==> src/rtl/ldf_pkg.sv <==
// ----------------------------------------------------------------------------
// ldf_pkg
// Shared types, constants and the CRC-16 step function for the frame
// deframer (header, length, payload, CRC-16, tail).
// ----------------------------------------------------------------------------
package ldf_pkg;

    // payload store geometry
    localparam int BUF_DEPTH = 64;
    localparam int ADDR_W    = (BUF_DEPTH > 1) ? $clog2(BUF_DEPTH) : 1;

    // field widths
    localparam int BYTE_W = 8;
    localparam int LEN_W  = 7;
    localparam int CRC_W  = 16;

    // frame constants
    localparam logic [BYTE_W-1:0] HDR_BYTE  = 8'h02;
    localparam logic [BYTE_W-1:0] TAIL_BYTE = 8'h03;
    localparam logic [CRC_W-1:0]  CRC_POLY  = 16'h1021;

    // limit register reset value
    localparam logic [LEN_W-1:0] LIMIT_RESET = 7'd64;

    // command queue between parser and drain side
    localparam int QUEUE_DEPTH = 4;
    localparam int QPTR_W      = $clog2(QUEUE_DEPTH);
    localparam int QCNT_W      = $clog2(QUEUE_DEPTH + 1);

    typedef enum logic {
        OP_WRITE = 1'b0,
        OP_EMIT  = 1'b1
    } cmd_op_t;

    typedef struct packed {
        cmd_op_t             op;
        logic [ADDR_W-1:0]   addr;
        logic [BYTE_W-1:0]   data;
        logic [LEN_W-1:0]    len;
    } cmd_t;

    // one byte of xmodem crc, msb first
    function automatic logic [CRC_W-1:0] crc16_update(
        input logic [CRC_W-1:0]  crc_in,
        input logic [BYTE_W-1:0] data_in
    );
        logic [CRC_W-1:0] c;
        c = crc_in ^ {data_in, 8'h00};
        for (int k = 0; k < BYTE_W; k++) begin
            if (c[CRC_W-1]) begin
                c = {c[CRC_W-2:0], 1'b0} ^ CRC_POLY;
            end else begin
                c = {c[CRC_W-2:0], 1'b0};
            end
        end
        return c;
    endfunction

endpackage

==> src/rtl/ldf_front.sv <==
// ----------------------------------------------------------------------------
// ldf_front
// Frame parser: takes received bytes, tracks the frame phase and CRC, and
// issues store-write and frame-emit commands into the queue.
// ----------------------------------------------------------------------------
module ldf_front import ldf_pkg::*; (
    input  logic              aclk,
    input  logic              aresetn,
    input  logic              cfg_wr_en,
    input  logic [LEN_W-1:0]  cfg_wr_data,
    input  logic              s_valid,
    output logic              s_ready,
    input  logic [BYTE_W-1:0] s_rx_byte,
    input  logic              q_full,
    output logic              q_push,
    output cmd_t              q_cmd
);

    typedef enum logic [3:0] {
        PH_HUNT = 4'b0001,
        PH_LEN  = 4'b0010,
        PH_BODY = 4'b0100,
        PH_TAIL = 4'b1000
    } phase_t;

    localparam logic [LEN_W-1:0] BufDepthLen = LEN_W'(BUF_DEPTH);

    phase_t              phase_reg, phase_next;
    logic [LEN_W-1:0]    limit_reg;
    logic [LEN_W-1:0]    exp_len_reg, exp_len_next;
    logic [LEN_W-1:0]    seen_reg, seen_next;
    logic [CRC_W-1:0]    crc_reg, crc_next;
    logic [BYTE_W-1:0]   crc_hi_reg, crc_hi_next;
    logic                crc_ok_reg, crc_ok_next;
    logic [LEN_W-1:0]    limit_eff;
    logic                take;

    // accept whenever the queue has room
    assign s_ready = !q_full;
    assign take    = s_valid && s_ready;

    // effective length limit, capped to the store
    assign limit_eff = (limit_reg > BufDepthLen) ? BufDepthLen : limit_reg;

    // limit register
    always_ff @(posedge aclk) begin
        if (!aresetn) begin
            limit_reg <= LIMIT_RESET;
        end else if (cfg_wr_en) begin
            limit_reg <= cfg_wr_data;
        end
    end

    // phase and frame tracking
    always_comb begin
        phase_next   = phase_reg;
        exp_len_next = exp_len_reg;
        seen_next    = seen_reg;
        crc_next     = crc_reg;
        crc_hi_next  = crc_hi_reg;
        crc_ok_next  = crc_ok_reg;
        q_push       = 1'b0;
        q_cmd        = '0;
        if (take) begin
            case (phase_reg)
                PH_HUNT: begin
                    if (s_rx_byte == HDR_BYTE) begin
                        phase_next = PH_LEN;
                    end
                end
                PH_LEN: begin
                    if (s_rx_byte == '0 || s_rx_byte > {1'b0, limit_eff}) begin
                        phase_next = PH_HUNT;
                    end else begin
                        exp_len_next = s_rx_byte[LEN_W-1:0];
                        seen_next    = '0;
                        crc_next     = '0;
                        crc_hi_next  = '0;
                        crc_ok_next  = 1'b0;
                        phase_next   = PH_BODY;
                    end
                end
                PH_BODY: begin
                    if (seen_reg < exp_len_reg) begin
                        q_push      = 1'b1;
                        q_cmd.op    = OP_WRITE;
                        q_cmd.addr  = seen_reg[ADDR_W-1:0];
                        q_cmd.data  = s_rx_byte;
                        crc_next    = crc16_update(crc_reg, s_rx_byte);
                        seen_next   = seen_reg + 1'b1;
                    end else if (seen_reg == exp_len_reg) begin
                        crc_hi_next = s_rx_byte;
                        seen_next   = seen_reg + 1'b1;
                    end else begin
                        crc_ok_next = ({crc_hi_reg, s_rx_byte} == crc_reg);
                        phase_next  = PH_TAIL;
                    end
                end
                PH_TAIL: begin
                    if (s_rx_byte == TAIL_BYTE && crc_ok_reg) begin
                        q_push    = 1'b1;
                        q_cmd.op  = OP_EMIT;
                        q_cmd.len = exp_len_reg;
                    end
                    phase_next = PH_HUNT;
                end
                default: begin
                    phase_next = PH_HUNT;
                end
            endcase
        end
    end

    always_ff @(posedge aclk) begin
        if (!aresetn) begin
            phase_reg   <= PH_HUNT;
            exp_len_reg <= '0;
            seen_reg    <= '0;
            crc_reg     <= '0;
            crc_hi_reg  <= '0;
            crc_ok_reg  <= 1'b0;
        end else begin
            phase_reg   <= phase_next;
            exp_len_reg <= exp_len_next;
            seen_reg    <= seen_next;
            crc_reg     <= crc_next;
            crc_hi_reg  <= crc_hi_next;
            crc_ok_reg  <= crc_ok_next;
        end
    end

endmodule

==> src/rtl/ldf_queue.sv <==
// ----------------------------------------------------------------------------
// ldf_queue
// Small command fifo between the parser and the drain side.
// ----------------------------------------------------------------------------
module ldf_queue import ldf_pkg::*; (
    input  logic aclk,
    input  logic aresetn,
    input  logic push,
    input  cmd_t push_cmd,
    output logic full,
    input  logic pop,
    output cmd_t pop_cmd,
    output logic empty
);

    cmd_t              entry_reg [QUEUE_DEPTH];
    logic [QPTR_W-1:0] wptr_reg, rptr_reg;
    logic [QCNT_W-1:0] count_reg;

    assign full    = (count_reg == QCNT_W'(QUEUE_DEPTH));
    assign empty   = (count_reg == '0);
    assign pop_cmd = entry_reg[rptr_reg];

    // entry storage
    always_ff @(posedge aclk) begin
        if (push) begin
            entry_reg[wptr_reg] <= push_cmd;
        end
    end

    // pointers and fill count
    always_ff @(posedge aclk) begin
        if (!aresetn) begin
            wptr_reg  <= '0;
            rptr_reg  <= '0;
            count_reg <= '0;
        end else begin
            if (push) begin
                wptr_reg <= wptr_reg + 1'b1;
            end
            if (pop) begin
                rptr_reg <= rptr_reg + 1'b1;
            end
            if (push && !pop) begin
                count_reg <= count_reg + 1'b1;
            end else if (pop && !push) begin
                count_reg <= count_reg - 1'b1;
            end
        end
    end

endmodule

==> src/rtl/ldf_back.sv <==
// ----------------------------------------------------------------------------
// ldf_back
// Drain side: executes queued commands, writing the payload store and
// reading a validated frame back out one byte per transfer.
// ----------------------------------------------------------------------------
module ldf_back import ldf_pkg::*; (
    input  logic              aclk,
    input  logic              aresetn,
    input  logic              q_empty,
    input  cmd_t              q_cmd,
    output logic              q_pop,
    output logic              m_valid,
    input  logic              m_ready,
    output logic [BYTE_W-1:0] m_payload_byte,
    output logic              m_last_byte,
    output logic [LEN_W-1:0]  m_frame_length
);

    typedef enum logic [2:0] {
        ST_IDLE = 3'b001,
        ST_READ = 3'b010,
        ST_SEND = 3'b100
    } back_state_t;

    logic [BYTE_W-1:0] store_mem [BUF_DEPTH];
    back_state_t       state_reg, state_next;
    logic [ADDR_W-1:0] idx_reg, idx_next;
    logic [LEN_W-1:0]  len_reg, len_next;
    logic [BYTE_W-1:0] rd_data_reg;
    logic              is_last;
    logic              store_wr;

    assign is_last = ((LEN_W'(idx_reg) + 1'b1) == len_reg);

    // command pop and emit sequencing
    always_comb begin
        state_next = state_reg;
        idx_next   = idx_reg;
        len_next   = len_reg;
        q_pop      = 1'b0;
        store_wr   = 1'b0;
        case (state_reg)
            ST_IDLE: begin
                if (!q_empty) begin
                    q_pop = 1'b1;
                    if (q_cmd.op == OP_EMIT) begin
                        len_next   = q_cmd.len;
                        idx_next   = '0;
                        state_next = ST_READ;
                    end else begin
                        store_wr = 1'b1;
                    end
                end
            end
            ST_READ: begin
                state_next = ST_SEND;
            end
            ST_SEND: begin
                if (m_ready) begin
                    if (is_last) begin
                        state_next = ST_IDLE;
                    end else begin
                        idx_next   = idx_reg + 1'b1;
                        state_next = ST_READ;
                    end
                end
            end
            default: begin
                state_next = ST_IDLE;
            end
        endcase
    end

    // payload store write port
    always_ff @(posedge aclk) begin
        if (store_wr) begin
            store_mem[q_cmd.addr] <= q_cmd.data;
        end
    end

    // payload store read port, registered
    always_ff @(posedge aclk) begin
        if (state_reg == ST_READ) begin
            rd_data_reg <= store_mem[idx_reg];
        end
    end

    always_ff @(posedge aclk) begin
        if (!aresetn) begin
            state_reg <= ST_IDLE;
            idx_reg   <= '0;
            len_reg   <= '0;
        end else begin
            state_reg <= state_next;
            idx_reg   <= idx_next;
            len_reg   <= len_next;
        end
    end

    // result channel
    assign m_valid        = (state_reg == ST_SEND);
    assign m_payload_byte = rd_data_reg;
    assign m_last_byte    = is_last;
    assign m_frame_length = len_reg;

endmodule

==> src/rtl/length_crc_frame_deframer.sv <==
// Flow: a received byte is parsed in the cycle it is taken; a good tail
// pushes an emit command into the queue, which the drain side pops when idle.
// Throughput: one received byte per cycle while the 4-entry command queue has
// room; the drain side retires one store write per cycle while idle, and sends
// each payload byte by a store read, then output, before reading the next.
// Reset: synchronous, active low; clears phase, queue and drain state, sets the
// length limit to 64; the payload store is not cleared.
// ----------------------------------------------------------------------------
// length_crc_frame_deframer
// Header / length / payload / CRC-16 / tail deframer for received serial bytes.
// ----------------------------------------------------------------------------
module length_crc_frame_deframer import ldf_pkg::*; (
    input  logic              aclk,
    input  logic              aresetn,
    input  logic              cfg_wr_en,
    input  logic [LEN_W-1:0]  cfg_wr_data,
    input  logic              s_valid,
    output logic              s_ready,
    input  logic [BYTE_W-1:0] s_rx_byte,
    output logic              m_valid,
    input  logic              m_ready,
    output logic [BYTE_W-1:0] m_payload_byte,
    output logic              m_last_byte,
    output logic [LEN_W-1:0]  m_frame_length
);

    logic q_push, q_full, q_pop, q_empty;
    cmd_t q_push_cmd, q_pop_cmd;

    // parser
    ldf_front u_front (
        .aclk        (aclk),
        .aresetn     (aresetn),
        .cfg_wr_en   (cfg_wr_en),
        .cfg_wr_data (cfg_wr_data),
        .s_valid     (s_valid),
        .s_ready     (s_ready),
        .s_rx_byte   (s_rx_byte),
        .q_full      (q_full),
        .q_push      (q_push),
        .q_cmd       (q_push_cmd)
    );

    // command queue
    ldf_queue u_queue (
        .aclk     (aclk),
        .aresetn  (aresetn),
        .push     (q_push),
        .push_cmd (q_push_cmd),
        .full     (q_full),
        .pop      (q_pop),
        .pop_cmd  (q_pop_cmd),
        .empty    (q_empty)
    );

    // store and output side
    ldf_back u_back (
        .aclk           (aclk),
        .aresetn        (aresetn),
        .q_empty        (q_empty),
        .q_cmd          (q_pop_cmd),
        .q_pop          (q_pop),
        .m_valid        (m_valid),
        .m_ready        (m_ready),
        .m_payload_byte (m_payload_byte),
        .m_last_byte    (m_last_byte),
        .m_frame_length (m_frame_length)
    );

    // no push into a full queue
    assert property (@(posedge aclk) disable iff (!aresetn) q_push |-> !q_full)
        else $error("command pushed into full queue");

    // no pop from an empty queue
    assert property (@(posedge aclk) disable iff (!aresetn) q_pop |-> !q_empty)
        else $error("command popped from empty queue");

    // the last byte of a frame ends the burst
    assert property (@(posedge aclk) disable iff (!aresetn)
        (m_valid && m_ready && m_last_byte) |=> !m_valid)
        else $error("output still valid after last byte transfer");

    // a frame being sent has a nonzero length
    assert property (@(posedge aclk) disable iff (!aresetn)
        m_valid |-> (m_frame_length != '0))
        else $error("frame sent with zero length");

endmodule
==> config.mk <==
export PLATFORM = sky130hd
export DESIGN_NAME = length_crc_frame_deframer
export DESIGN_NICKNAME = d
export VERILOG_FILES = /design/src/rtl/ldf_pkg.sv /design/src/rtl/ldf_front.sv /design/src/rtl/ldf_queue.sv /design/src/rtl/ldf_back.sv /design/src/rtl/length_crc_frame_deframer.sv
export SDC_FILE = /design/constraint.sdc
export NUM_CORES = 1
export LEC_CHECK = 0
export BUFFER_PORTS_ARGS = -buffer_cell sky130_fd_sc_hd__clkbuf_2
export CAP_MARGIN = 15
export CORE_UTILIZATION = 40
export DETAILED_ROUTE_END_ITERATION = 8
export HOLD_SLACK_MARGIN = 0.05
export PLACE_DENSITY_LB_ADDON = 0.08
export SLEW_MARGIN = 20
export SYNTH_ARGS = -nofsm -noshare
export SYNTH_HDL_FRONTEND = slang
export SYNTH_SLANG_ARGS = --single-unit
==> constraint.sdc <==
create_clock -name aclk -period 7.7 [get_ports aclk]
set_clock_uncertainty 0.15 [all_clocks]
set_input_delay 1.155 -clock aclk [delete_from_list [all_inputs] [get_ports aclk]]
set_output_delay 1.155 -clock aclk [all_outputs]
set_load 0.02 [all_outputs]
==> metrics.txt, run 1 <==
largest net degree at the start of global routing=103; synthesized cell area=between 20000 and 30000 sq um; global-route wire length before repair=95800 um; Slew @ Worst Pin=around 1.1 ns; diodes inserted=0; flops & latches, synth=just under 700; EDFF count, synth=between 600 and 700; DR vias=between 10000 and 15000; overall routing resource usage=0.189; most common cell after layout, fill and taps aside=edfxtp_1; reg-to-reg slack, setup=~3.7 ns; die height=approximately 260 um; clock tree from TritonCTS=yes; placed insts=roughly 2300; Crit. Startpoint=u_back.idx_reg[1]$_SDFFE_PN0P_; Syn Inst Count=roughly 1500; H-tree lvl count=3; DRT antenna net count=0; Crit path largest cell delay=roughly 0.94 ns; critical-path cell list=ha_1 -> nand3_1 -> xor2_1 -> a211oi_1 -> o2111a_1 -> clkbuf_2; fin crit period=4.59 ns; syn nets=1503; Post-CTS Hold Buffers=0; Syn Area/Cell=18.9 sq um; pwr dens=between 200 and 300 nW/um^2; clk_lat worst skew=~0.60 ns; Worst setup SP type=register; sequential share of the synthesized area=0.716; post-synth cell types=66; port bufs=37; gp weighted congestion=0.847; FF+latch area=roughly 20000 sq um; io pins=38; TritonCTS Buffers=74; Min-Delay Path Class=register to register; initial core utilization=0.407; Clk pin slew, worst setup/hold paths=0.06 ns; # fillers=5798; Detailed Route Iter0 Violations=about 1100; clock buffer depth=3; final wirelength=64600 um; Setup Fix Bufs, Post-CTS=0; crit path max fanout=between 50 and 60; Final setup viols=0; Final #Nets=between 1500 and 2000; Critical Path RT=approximately 6.4 ns; P_leak=roughly 0.0084 uW; max-slew violations=0; DRC viols=0; root buffer cell=clkbuf_16; RSZ-0062 raised after global routing=no; layout cells sized above 1=0.236; Synth Flop Type=edfxtp_1; Die X-Extent=265 um; FFs w/ async S/R, synth=0; Achievable Freq=0.218 GHz; Reg-to-Reg End=u_back.store_mem[16][4]$_DFFE_PP_; Core ar.=roughly 68000 sq um; worst-case reg-to-reg path depth=4; crit path kind=register to primary output; max_cap viols=0; crit path DAT=around 3.3 ns; Largest register FFs=512; most frequent cells in the layout=edfxtp_1 (608), mux4_2 (181), nor2_1 (123), clkbuf_16 (77), dfxtp_1 (70); Site Rows=95; Max-slew headroom=0.264; Final Non-Filler Cells=about 2500; gr ovfl total=0; CP delay by family, top=flip-flops; Area Growth Syn to Fin=12.8%; Setup crit end kind=primary output; Routed WL per cell=26.4 um; WP depth=6; Post-CTS Resized=0; die area=between 70000 and 80000 sq um; Buf/Inv on CP=1; Peak VDD IR=between 0.00015 and 0.0002 V; Synthesis Warnings=0; final hold violation count=0; initial antenna violation count=1; Tcrit/Tclk final=0.596; Multi-input gate area=around 7400 sq um; Final TNS setup=0 ns; CP endpoint=m_last_byte; vias in the first global route=14000; hpwl dp=40400 um; vias per inst=5.54; number of detailed-route iterations in the first pass=5; outcome=finished clean; CTS Sinks=683; slowest CP cell=dfxtp_4
metrics by stage:
step / power, uW / cell area, sq um / hold WS [ns] / worst slack, ns / util
2_1_floorplan: 4560 / 27600 / 0.288 / 3.63 / -
3_3_place_gp: 4760 / 28700 / 0.312 / 3.37 / 0.423
3_5_place_dp: 4770 / 28700 / 0.320 / 3.33 / 0.424
4_1_cts: 8270 / 31100 / 0.328 / 2.97 / 0.459
5_1_grt: 8440 / 31100 / 0.362 / 2.80 / 0.459
6_report: 8170 / 31100 / 0.321 / 3.11 / 0.459
where the power goes:
part           leakage [uW]  internal [uW]  switching, uW
clock               0.00117           2060           1430
sequential          0.00512           4030           73.6
combinational       0.00215            195            385
total               0.00845           6290           1890
cell type report:
cell class,instances,share of cell area
well taps,873,0.0351
multi-input cells,686,0.239
flip-flops and latches,683,0.636
repair buffers,56,0.0111
inverters,18,0.00217
clock buffers,96,0.0649
clock inverters,41,0.0123
metal layers:
layer | vias to the layer above | GRT usage | wire length, um
met5 | - | 0 | 13
met4 | 2 | 0.0596 | 1740
met3 | 101 | 0.0373 | 2840
met2 | 311 | 0.318 | 32500
met1 | 7163 | 0.246 | 27600
li1 | 6006 | - | -
Yosys cell counts, drive strengths merged, types with 2 or more instances:
cell	instances	share of area
dfxtp	75	0.054
mux2	7	0.0029
a211oi	10	0.0039
o21ai	17	0.0035
a22o	2	0.00064
nor3	14	0.0031
or4	3	0.00082
nor2	124	0.017
a21boi	2	0.00054
buf	36	0.0073
clkbuf	38	0.0052
a21o	2	0.00054
a22oi	14	0.0038
o32ai	4	0.0013
xor2	23	0.0073
a221o	3	0.0011
a32o	8	0.0029
nand3	25	0.0045
xnor2	31	0.0098
o2bb2ai	2	0.00064
nand2	57	0.0078
nand4b	2	0.00064
mux2i	34	0.012
nand2b	6	0.0014
edfxtp	608	0.66
and2	18	0.0041
a21oi	12	0.0027
inv	18	0.0024
nor2b	11	0.0025
nand3b	3	0.00082
nor3b	3	0.00082
mux4	182	0.15
nor4	3	0.0012
ha	21	0.0095
nor4b	2	0.00064
o21a	4	0.0014
or4b	2	0.00073
or3	9	0.0020
nand4	12	0.0029
o211ai	3	0.00082
worst min path at each step:
stage,slack [ns],startpoint,end,cells after the start
after floorplan,0.29,u_front.crc_ok_reg$_SDFFE_PN0P_,u_front.crc_ok_reg$_SDFFE_PN0P_,2
after global placement,0.31,u_front.crc_ok_reg$_SDFFE_PN0P_,u_front.crc_ok_reg$_SDFFE_PN0P_,2
after detailed placement,0.32,u_front.crc_ok_reg$_SDFFE_PN0P_,u_front.crc_ok_reg$_SDFFE_PN0P_,2
after CTS,0.33,u_front.crc_ok_reg$_SDFFE_PN0P_,u_front.crc_ok_reg$_SDFFE_PN0P_,2
after global routing,0.36,u_front.limit_reg[0]$_SDFFE_PN0P_,u_front.limit_reg[0]$_SDFFE_PN0P_,2
final,0.32,u_front.crc_ok_reg$_SDFFE_PN0P_,u_front.crc_ok_reg$_SDFFE_PN0P_,2
cell families after synthesis:
kind of cell	share of synthesized area
compound gates	0.0254
xor+xnor	0.0171
fa+ha+maj	0.0102
buf+inv	0.0150
flops	0.716
mux	0.164
simple gates	0.0523
worst register-to-register path, stage by stage (launching register included):
cell	delay [ns]
dfxtp_2	0.89
mux4_2	0.71
or3_1	0.45
or3_1	0.60
nor2_1	0.81
Power figures use the tool's default switching activity.
==> run 2, diff against run 1 <==
Settings changed: ABC_AREA set to 1.
Clock period 7.7 ns to 4.5 ns, I/O delays scaled along.
==> metrics.txt, run 2 <==
EDFF count, synth=608 (unchanged); Multi-input gate area=7660 sq um (+3.1%); gp weighted congestion=0.860 (+1.5%); top area cells in the synthesized netlist=edfxtp_1 (64%), nor2_1 (6.7%), o21ai_0 (6.6%); Synth Flop Type=edfxtp_1; final wirelength=79400 um (+23%); initial core utilization=0.405 (-0.00255); crit path max fanout=12 (-80%); Area Growth Syn to Fin=13.3%; NetSw=4840 uW (+160%); Crit path largest cell delay=0.71 ns (-0.23 ns); port bufs=37 (unchanged); # fillers=6470 (+12%); Final TNS setup=0 ns (unchanged); diodes inserted=0 (unchanged); global-route wire length before repair=119000 um (+24%); Peak VDD IR=0.000354 V (+130%); hpwl dp=48600 um (+20%); Site Rows=97 (+2.1%); largest net degree at the start of global routing=148 (+44%); RSZ-0062 raised after global routing=no; Sw Share=0.287 (+0.0560); vias in the first global route=18700 (+34%); Die X-Extent=268 um (+1.3%); most common cell in the synthesized netlist=edfxtp_1; Largest register FFs=512 (unchanged); Post-CTS Resized=0 (unchanged); Min-Delay Path Class=input port to register; Post-CTS Hold Buffers=0 (unchanged); number of detailed-route iterations in the first pass=6 (+1); Setup crit end kind=primary output; clock buffer depth=3 (unchanged); synthesized cell area=28300 sq um (+2.7%); FF+latch area=19800 sq um (about the same); pwr dens=526 nW/um^2 (+100%); FFs w/ async S/R, synth=0 (unchanged); Worst setup SP type=register; TritonCTS Buffers=76 (+2.7%); layout cells sized above 1=0.0953 (-0.141); H-tree lvl count=3 (unchanged); worst setup margin=0.618 ns (-2.49 ns); slowest CP cell=dfxtp_1; combinational share of power=0.163 (+0.092); Total Power=16900 uW (+110%); cell-internal power=12000 uW (+92%); Setup Fix Bufs, Post-CTS=0 (unchanged); synth cell count leaders=edfxtp_1 (608), nor2_1 (506), o21ai_0 (373), nand2_1 (274), o22ai_1 (129); Syn Area/Cell=11.3 sq um (-40%); Slew @ Worst Pin=1.22 ns (+0.124 ns); DRT antenna net count=0 (unchanged); Reg power frac=0.481 (-0.022); DR vias=19000 (+40%); most common cell after layout, fill and taps aside=edfxtp_1; Routed WL per cell=22.5 um (-15%); syn nets=2541 (+69%); CTS Sinks=683 (unchanged); Core ar.=70000 sq um (+3.4%); sequential share of the synthesized area=0.697 (-0.0189); DP Worst Slack=1.10 ns (-2.23 ns); Placed Area=29700 sq um (+3.5%); die area=71900 sq um (+2.7%); Synthesis Warnings=0 (unchanged); clock power share=0.356 (-0.070); Final setup viols=0 (unchanged); clk_lat worst skew=0.62 ns (+0.02 ns); fin crit period=~3.9 ns; post-synth cell types=45 (-32%); die height=268 um (+1.3%); Finished Cell Area=32100 sq um (+3.2%); outcome=finished clean; max_cap viols=0 (unchanged); crit path DAT=3.06 ns (-0.23 ns); vias per inst=5.39 (-2.6%); Clk pin slew, worst setup/hold paths=0.06 ns (about the same); most frequent cells in the layout=edfxtp_1 (608), nor2_1 (502), o21ai_0 (373), nand2_1 (274), o22ai_1 (121); flops & latches, synth=683 (unchanged); gr ovfl total=0 (unchanged); initial antenna violation count=3 (+2); Synth top area share=0.644 (-0.0175); overall routing resource usage=0.224 (+0.0349); Max-slew headroom=0.183 (-0.0809); Achievable Freq=between 0.2 and 0.3 GHz; Syn Inst Count=2499 (+71%); Critical Path RT=3.67 ns (-2.72 ns); max-slew violations=0 (unchanged); Detailed Route Iter0 Violations=1638 (+51%); root buffer cell=clkbuf_16; critical-path cell list=clkinv_1 -> o21ai_0 -> nand3_1 -> nor2_1 -> nand2_1 -> inv_1 -> clkbuf_2; final hold violation count=0 (unchanged); io pins=38 (unchanged); DRC viols=0 (unchanged); Tcrit/Tclk final=0.863; Final #Nets=2576 (+65%); Synth area leader=edfxtp_1; P_leak=0.0111 uW (+31%); crit path kind=register to primary output; clock tree from TritonCTS=yes
## run 2: changes by cell type after synthesis, moves of 14 or more
cell and delta:
clkbuf_1 +53, a22oi_1 -14, a21oi_1 +75, o22ai_1 +129
and2_1 -17, nand2_1 +217, inv_1 +92, mux4_2 -182
o21ai_0 +360, mux2i_1 -34, nand3_1 +15, nor2_1 +382
## run 2: power by group through the flow
stage	sequential, uW	clock [uW]	combinational (uW)
2_1_floorplan	8320	0	1330
3_3_place_gp	8250	0	2820
3_5_place_dp	8250	0	2810
4_1_cts	8120	6140	2810
5_1_grt	8130	6370	3010
6_report	8120	6010	2760
## run 2: final timing paths
kind / cells past startpoint / start / end / slack (ns)
setup reg to reg: 8 / u_back.idx_reg[1]$_SDFFE_PN0P_ / u_back.m_payload_byte[1]$_DFFE_PN_ / 1.03
setup / recovery: 7 / u_back.idx_reg[5]$_SDFFE_PN0P_ / m_last_byte / 0.62
hold reg to reg: 2 / u_front.limit_reg[0]$_SDFFE_PN0P_ / u_front.limit_reg[0]$_SDFFE_PN0P_ / 0.32
hold / removal: 3 / cfg_wr_data[4] / u_front.limit_reg[4]$_SDFFE_PN0P_ / 0.13
## run 2: layout make-up
| type | count | share of cell area |
|---|---|---|
| Tap cell | 940 | 0.0366 |
| Clock inverter | 31 | 0.00873 |
| Clock buffer | 104 | 0.0660 |
| Sequential cell | 683 | 0.616 |
| Timing Repair Buffer | 94 | 0.0199 |
| Multi-Input combinational cell | 1555 | 0.238 |
| Inverter | 124 | 0.0147 |
## run 2: logic make-up (layout without fill, tap and decap cells)
logic type	count (synthesis)	after routing	share of synthesized area
simple gates	869	869	0.123
compound gates	626	626	0.120
xor+xnor	38	38	0.0122
buf+inv	261	353	0.0366
fa+ha+maj	22	22	0.00998
flops	683	683	0.697
## run 2: critical path: cells and delay by family (launching register included)
family	cells	cell delay (ns)
buffers and inverters	3	0.94
DFF	1	0.71
and+or+nand+nor	3	0.47
AOI/OAI and AO/OA	1	0.34
## run 2: per-layer routing
layer,share of wire,up-vias,global-route usage
met5,0,-,0
met4,0.028,0,0.0701
met3,0.057,125,0.0354
met2,0.47,592,0.362
met1,0.44,9361,0.309
li1,-,8960,-
## run 2: stage by stage
step,instances,hold slack (ns),util
finish,3531,0.132,0.459
detailed placement,3396,0.306,0.424
global placement,3396,0.303,0.424
global route,3531,0.123,0.459
CTS,3531,0.0973,0.459
floorplan,2499,0.285,-
==> run 3, diff against run 2 <==
Settings changed: CORE_MARGIN set to 5, CTS_CLUSTER_DIAMETER set to 100, REMOVE_ABC_BUFFERS set to 1.
==> metrics.txt, run 3 (synthesis gave the netlist of run 2 again) <==
outcome=finished clean; Worst setup SP type=register; placed insts=3392 (-0.12%); Crit path largest cell delay=0.66 ns (-0.05 ns); Slew @ Worst Pin=1.06 ns (-0.166 ns); most frequent cells in the layout=edfxtp_1 (608), nor2_1 (502), o21ai_0 (373), nand2_1 (274), o22ai_1 (121); clk_lat worst skew=0.62 ns (about the same); crit path kind=register to primary output; RSZ-0062 raised after global routing=no; Placed Area=29800 sq um (+0.22%); Tcrit/Tclk final=0.825 (-0.0378); slowest CP cell=dfxtp_1; Area Growth Syn to Fin=13.9%; # fillers=6524 (+0.83%); Site Rows=97 (unchanged); Min-Delay Path Class=input port to register; Post-CTS Resized=0 (unchanged); worst-case reg-to-reg path depth=7 (-1); pwr dens=524 nW/um^2 (-0.35%); gp weighted congestion=0.849 (-1.2%); Hold Crit Depth=3 (unchanged); Achievable Freq=0.269 GHz (+4.6%); overall routing resource usage=0.195 (-0.0291); Setup Fix Bufs, Post-CTS=0 (unchanged); final wirelength=76300 um (-3.9%); io pins=38 (unchanged); Finished Cell Area=32300 sq um (+0.46%); Detailed Route Iter0 Violations=1347 (-18%); Final #Nets=2572 (-0.16%); initial antenna violation count=2 (-1); Die X-Extent=276 um (+3.0%); Peak VDD IR=0.000374 V (+5.5%); max_cap viols=0 (unchanged); clock tree from TritonCTS=yes; root buffer cell=clkbuf_16; DRT antenna net count=0 (unchanged); gr ovfl total=0 (unchanged); FF+latch area=19800 sq um (unchanged); Multi-input gate area=7660 sq um (unchanged); number of detailed-route iterations in the first pass=5 (-1); clock buffer depth=3 (unchanged); Final Non-Filler Cells=3530 (-0.028%); Setup crit end kind=primary output; layout cells sized above 1=0.0954 (about the same); Routed WL per cell=21.6 um (-3.9%); vias in the first global route=18800 (+0.30%); largest net degree at the start of global routing=115 (-22%); final hold violation count=0 (unchanged); die area=76300 sq um (+6.1%); max-slew violations=0 (unchanged); DRC viols=0 (unchanged); Post-CTS Hold Buffers=0 (unchanged); hpwl dp=47400 um (-2.5%); Largest register FFs=512 (unchanged); initial core utilization=0.404 (-0.000700); global-route wire length before repair=115000 um (-3.2%); crit path DAT=2.89 ns (-0.17 ns); TritonCTS Buffers=76 (unchanged); die height=276 um (+3.0%); P_leak=0.0111 uW (+0.59%); fin crit period=3.71 ns (-0.170 ns); Critical Path RT=3.67 ns (about the same); critical-path cell list=clkinv_1 -> o21ai_0 -> nand3_1 -> nor2_1 -> nand2_1 -> inv_1 -> clkbuf_2; DR vias=19000 (-0.34%); worst hold slack=0.121 ns (-0.0109 ns); most common cell after layout, fill and taps aside=edfxtp_1; CTS Sinks=683 (unchanged); port bufs=37 (unchanged); Clk pin slew, worst setup/hold paths=0.06 ns (about the same); crit path max fanout=12 (unchanged); Final setup viols=0 (unchanged); H-tree lvl count=3 (unchanged); vias per inst=5.38 (-0.31%); Core ar.=70100 sq um (+0.17%); Max-slew headroom=0.294 (+0.112)
[run 3: cell types whose count changed in the layout (fill, tap and decap cells not counted), sizes merged]
cell and delta:
inv -1, bufinv +4, diode +1, clkinv +7
buf -4, clkbuf -8
[run 3: cell type report]
type / instances / share of cell area
well taps: 940 / 0.0365
clock buffers: 96 / 0.0636
inverters: 124 / 0.0146
diodes: 1 / 0.0000776
multi-input cells: 1555 / 0.237
repair buffers: 90 / 0.0218
clock inverters: 41 / 0.0133
flip-flops and latches: 683 / 0.613
[run 3: worst max-delay path: cells and delay by family, from the launching register on]
| kind | cells | cell delay (ns) |
|---|---|---|
| DFF | 1 | 0.66 |
| buffers and inverters | 3 | 0.86 |
| and+or+nand+nor | 3 | 0.45 |
| AOI/OAI and AO/OA | 1 | 0.31 |
[run 3: per-stage QoR]
step                      setup TNS (ns)  utilization  setup WS [ns]  power [uW]
after floorplan                   -65.02            -          -6.13        9600
after global placement                 0        0.424           1.21       10900
after detailed placement               0        0.424           1.12       10900
after CTS                              0        0.460          0.696       17100
after global routing                   0        0.460          0.485       17600
final                                  0        0.460          0.788       16900
[run 3: metal layers]
layer,vias to the layer above,track usage,part of all wire
met5,-,0,0
met4,0,0.0651,0.033
met3,156,0.0391,0.056
met2,507,0.325,0.48
met1,9366,0.256,0.43
li1,8945,-,-
[run 3: power breakdown]
part | internal (uW) | total, uW | switching (uW)
Clock | 3690 | 6160 | 2460
Sequential | 8010 | 8110 | 104
Combinational | 556 | 2640 | 2080
Total | 12300 | 16900 | 4650
[run 3: worst paths after layout]
kind                                     from                           endpoint  slack (ns)
min reg2reg  u_queue.rptr_reg[1]$_SDFFE_PN0P_                           register        0.32
max            u_back.idx_reg[5]$_SDFFE_PN0P_                        m_last_byte        0.79
max reg2reg                          register  u_back.store_mem[53][0]$_DFFE_PP_        1.10
min                            cfg_wr_data[6]  u_front.limit_reg[6]$_SDFFE_PN1P_        0.12
